File: config.mk
export PLATFORM = sky130hd
export DESIGN_NAME = srt_cell
export DESIGN_NICKNAME = d
export VERILOG_FILES = /design/src/srt_pkg.sv /design/src/srt_cell.sv
export SDC_FILE = /design/constraint.sdc
export NUM_CORES = 1
export LEC_CHECK = 0
export BUFFER_PORTS_ARGS = -buffer_cell sky130_fd_sc_hd__buf_2
export CAP_MARGIN = 20
export CORE_ASPECT_RATIO = 0.5
export CORE_MARGIN = 2
export CORE_UTILIZATION = 42
export CTS_CLUSTER_SIZE = 40
export DETAILED_ROUTE_END_ITERATION = 7
export PLACE_DENSITY = 0.8
export RECOVER_POWER = 50
export SLEW_MARGIN = 25
export SYNTH_ARGS = -nofsm -noshare
export SYNTH_HDL_FRONTEND = slang
export SYNTH_SLANG_ARGS = --single-unit
File: constraint.sdc
create_clock -name i_clk -period 4.5 [get_ports i_clk]
set_input_delay 0.9 -clock i_clk [delete_from_list [all_inputs] [get_ports i_clk]]
set_output_delay 0.9 -clock i_clk [all_outputs]
set_load 0.05 [all_outputs]
File: src/srt_pkg.sv
`timescale 1ns / 1ps
// shared types, codes and sizes of the sorted record table insert unit
// depends on nothing

package srt_pkg;

    localparam int TABLE_DEPTH = 64;
    localparam int CNT_W       = $clog2(TABLE_DEPTH + 1);
    localparam int KEY_W       = 24;
    localparam int CAT_W       = 8;
    localparam int PRICE_W     = 24;
    localparam int STOCK_W     = 16;
    localparam int ACTION_W    = 2;
    localparam int RIDX_W      = 6;
    localparam int STATUS_W    = 3;
    localparam int POS_W       = 6;
    localparam int COUNT_OUT_W = 7;
    localparam int GRP_SIZE    = 8;
    localparam int N_GRP       = (TABLE_DEPTH + GRP_SIZE - 1) / GRP_SIZE;

    localparam logic [ACTION_W-1:0] ACT_INSERT = 2'd0;
    localparam logic [ACTION_W-1:0] ACT_READ   = 2'd1;
    localparam logic [ACTION_W-1:0] ACT_CLEAR  = 2'd2;

    localparam logic [STATUS_W-1:0] ST_INSERTED  = 3'd0;
    localparam logic [STATUS_W-1:0] ST_DUPLICATE = 3'd1;
    localparam logic [STATUS_W-1:0] ST_FULL      = 3'd2;
    localparam logic [STATUS_W-1:0] ST_READ_OK   = 3'd3;
    localparam logic [STATUS_W-1:0] ST_NO_ENTRY  = 3'd4;
    localparam logic [STATUS_W-1:0] ST_CLEARED   = 3'd5;

    typedef struct packed {
        logic [KEY_W-1:0]   key;
        logic [CAT_W-1:0]   category;
        logic [PRICE_W-1:0] price_cents;
        logic [STOCK_W-1:0] stock_units;
        logic               imported;
    } t_record;

    typedef struct packed {
        logic cmp_en;
        logic occ;
        logic at_count;
        logic write;
    } t_cell_ctl;

    typedef struct packed {
        logic move;
        logic match;
        logic landed;
    } t_cell_stat;

    typedef enum logic {
        S_IDLE,
        S_COMMIT
    } t_state;

endpackage

File: src/srt_cell.sv
`timescale 1ns / 1ps
// one table slot: holds a record, compares it against the incoming key and
// shifts up from its lower neighbor on insert; uses srt_pkg

module srt_cell (
    input  logic                      i_clk,
    input  srt_pkg::t_cell_ctl        i_ctl,
    input  logic [srt_pkg::KEY_W-1:0] i_key,
    input  srt_pkg::t_record          i_new_rec,
    input  srt_pkg::t_record          i_prev_rec,
    input  logic                      i_move_prev,
    output srt_pkg::t_record          o_rec,
    output srt_pkg::t_cell_stat       o_stat
);

    srt_pkg::t_record r_rec;
    logic             r_gt;
    logic             r_eq;

    always_comb begin
        o_stat.move   = i_ctl.occ & r_gt;
        o_stat.match  = i_ctl.occ & r_eq;
        o_stat.landed = !i_move_prev & ((i_ctl.occ & r_gt) | i_ctl.at_count);
    end

    always_ff @(posedge i_clk) begin
        if (i_ctl.cmp_en) begin
            r_gt <= r_rec.key > i_key;
            r_eq <= r_rec.key == i_key;
        end
        if (i_ctl.write) begin
            if (i_move_prev) begin
                r_rec <= i_prev_rec;
            end else if (o_stat.landed) begin
                r_rec <= i_new_rec;
            end
        end
    end

    assign o_rec = r_rec;

endmodule

==> summary.md <==
| Metric | Value |
|---|---|
| Outcome | `finished, violations left` |
| Failing checks | `max-capacitance violations, max-slew violations` |
| CTS max path bufs | `2` |
| Cell repeated most along the worst path | `clkbuf_1` |
| TritonCTS buffer count | `9` |
| Achievable clock frequency | `roughly 0.31 GHz` |
| Vias in the first global route | `around 3000` |
| Switching share of power | `0.2900` |
| Setup TNS | `0 ns` |
| Design Power | `~2.0 mW` |
| Largest net degree at the start of global routing | `44` |
| Cts hold-fix bufs | `0` |
| WL per Instance | `~16 um` |
| CP top delay family | `buffers and inverters` |
| Tcrit/Tclk final | `0.7097` |
| Layout cells sized above 1 | `0.5316` |
| CP max stage delay | `between 1.5 and 2 ns` |
| Synthesized area | `around 3800 um^2` |
| Final hold vios | `0` |
| First-pass DRT Iterations | `4` |
| NetSw | `~570 uW` |
| Hold WC Path Type | `reg2reg` |
| First-pass GRT wire length | `between 15000 and 20000 um` |
| Routed via count | `approximately 3000` |
| Clock transition at the registers of the reported paths | `approximately 0.060 ns` |
| Initial core utilization | `0.4341` |
| Antenna violations before repair | `1` |
| I/O Buffers | `roughly 250` |
| Post-Syn Nets | `445` |
| Register area share after synthesis | `0.5917` |
| Count of state elements after synthesis | `75` |
| DRC Markers | `0` |
| Row cnt | `24` |
| CTS Sinks | `75` |
| Leak Pwr | `2.369 nW` |
| CP Buf/Inv Count | `2` |
| Avg Cell Area, Syn | `~16 um^2` |
| Synth cell types | `27` |
| Max Cap Viol | `2` |
| Finished Cell Area | `approximately 5400 um^2` |
| Crit path cell chain | `clkbuf_1 > clkbuf_1 > mux2_2` |
| Worst endpoint required time | `around 4.6 ns` |
| Cells after Synth | `245` |
| Power Internal | `roughly 1.4 mW` |
| Post-route ant nets | `0` |
| Slew margin rel. | `-0.4642` |
| GRT Util Overall | `0.1987` |
| Ant diodes | `0` |
| RSZ-0062 raised after global routing | `no` |
| Startpoint types | `input pin` |
| Placed inst area | `5205 um^2` |
| Power Dens Cells | `~370 nW/um^2` |
| Crit end category | `flip-flop` |
| Post-route insts no fill | `623` |
| Final nets | `between 700 and 800` |
| Sequential power share | `0.429` |
| Htree depth | `3` |
| Crit path arrival time | `3.26 ns` |
| Die Span Y | `about 71 um` |
| Area Overhead vs Synth | `41.58%` |
| Final Skew | `0.004241 ns` |
| Final wirelength | `approximately 10000 um` |
| Ports | `between 200 and 300` |
| Root buf cell | `clkbuf_16` |
| Crit Path Max Fanout | `43` |
| Routed vias/inst | `~4.8` |
| Worst reg2reg setup slack | `approximately 2.6 ns` |
| Least-Margin Pin Slew | `2.196 ns` |
| Peak VDD IR | `about 0.00023 V` |
| Post-DP HPWL | `~8000 um` |
| Full die area | `between 9000 and 10000 um^2` |
| Hold_ws | `between 0.8 and 0.9 ns` |
| Post-CTS Resized | `0` |
| GPL Wtd Cong | `around 0.84` |
| Combinational power share | `0.222` |
| Finish-stage setup viols | `0` |
| Crit path time final | `3.194 ns` |
| Clock network power share | `0.349` |
| Number of DRC markers in iteration 0 | `around 130` |
| WS Path Type | `in2reg` |
| Final Max Tran Viols | `between 70 and 80` |
| Slowest-stage cell, CP | `clkbuf_1` |
| Synth warn | `0` |
| Grt total ovfl | `0` |
| # fillers | `741` |
| Core footprint | `~9000 um^2` |
| CTS tree | `yes` |
| Chip width | `138.6 um` |
| Placed cells | `approximately 600` |
| Postcts setup bufs | `0` |
| Worst-Skew Late Latency | `0.32 ns` |
## layout by cell type (no fill, tap or decap), types with 2 or more instances in the layout
| cell type | count |
|---|---|
| a21o_1 | 2 |
| a21oi_1 | 9 |
| and2_1 | 2 |
| buf_2 | 177 |
| clkbuf_1 | 77 |
| clkbuf_16 | 9 |
| edfxtp_1 | 75 |
| ha_1 | 24 |
| inv_1 | 24 |
| mux2_1 | 3 |
| mux2_2 | 70 |
| nand2_1 | 2 |
| nand3_1 | 4 |
| nand4_1 | 3 |
| nand4_4 | 2 |
| nor2_1 | 2 |
| nor3_1 | 2 |
## per-layer routing
layer / global-route usage / up-vias / share of wire
li1: - / 1446 / -
met1: 0.2134 / 1430 / 0.38
met2: 0.3867 / 82 / 0.56
met5: 0 / - / 0.0013
met4: 0.06622 / 2 / 0.016
met3: 0.05414 / 16 / 0.044
## cells in the mapped netlist
cell type	number	area share
nand4_4	2	0.011
nand3_1	4	0.0053
nor3_1	2	0.0026
buf_2	8	0.011
inv_1	24	0.024
o31ai_1	1	0.0020
a21oi_2	1	0.0023
ha_1	24	0.079
nor3_4	1	0.0043
nor2b_1	1	0.0016
nor2_1	2	0.0020
a21boi_0	1	0.0020
a211oi_1	1	0.0020
mux2_2	73	0.22
o31a_1	1	0.0023
and2_1	2	0.0033
nor4_4	1	0.0056
a21o_1	2	0.0039
nand4_1	3	0.0049
a221o_1	1	0.0026
o21ai_1	1	0.0013
inv_2	1	0.00099
nand4_2	1	0.0033
a21oi_1	9	0.012
o211ai_1	1	0.0020
nand2_1	2	0.0020
edfxtp_1	75	0.59
## metrics by stage
stage | utilization | worst slack, ns
after floorplan | - | 0.8115
after global placement | 0.5936 | 1.960
after detailed placement | 0.5936 | 1.879
after CTS | 0.6260 | 2.086
after global routing | 0.6146 | 1.012
final | 0.6146 | 1.306
## final timing paths
kind | from | endpoint | cells past startpoint
hold / removal | o_rec[56] | r_gt | 3
setup reg to reg | r_gt | o_rec[51] | 3
setup / recovery | i_move_prev | o_rec[41] | 3
hold reg to reg | o_rec[56] | r_gt | 3
## registers in the layout, indices dropped and copies added, names as in the netlist
name	cells
o_rec	73
r_eq	1
r_gt	1
## logic make-up (layout without fill, tap and decap cells)
| group | Yosys count | after routing | synth area share |
|---|---|---|---|
| adder cells (fa/ha/maj) | 24 | 24 | 0.07890 |
| buffers and inverters | 33 | 294 | 0.03517 |
| flip-flops | 75 | 75 | 0.5917 |
| AO/OA/AOI/OAI | 19 | 19 | 0.03222 |
| multiplexers | 73 | 73 | 0.2160 |
| AND/OR/NAND/NOR | 21 | 21 | 0.04603 |
## power by group through the flow
stage | Clock, mW | Combinational [mW] | Sequential [mW]
6_report | 0.691 | 0.440 | 0.851
5_1_grt | 0.734 | 0.471 | 0.856
4_1_cts | 0.705 | 0.456 | 0.850
3_5_place_dp | 0 | 0.454 | 0.864
3_3_place_gp | 0 | 0.443 | 0.862
2_1_floorplan | 0 | 0.137 | 1.03
## worst min-delay path, delay by kind of cell (launching register included)
family,cells,cell delay (ns)
AO/OA/AOI/OAI,2,0.21
adder cells (fa/ha/maj),1,0.14
flip-flops,1,0.35
## cell type report
class	instances	area, um^2	area share
sequential	75	2252	0.4179
multi-input combinational	137	1421	0.2638
timing repair buffer	254	1191	0.2210
clock buffer	10	229.0	0.04249
tap	117	146.4	0.02716
inverter	25	93.84	0.01741
clock inverter	5	55.05	0.01022
(Power assumes the default switching activity.)
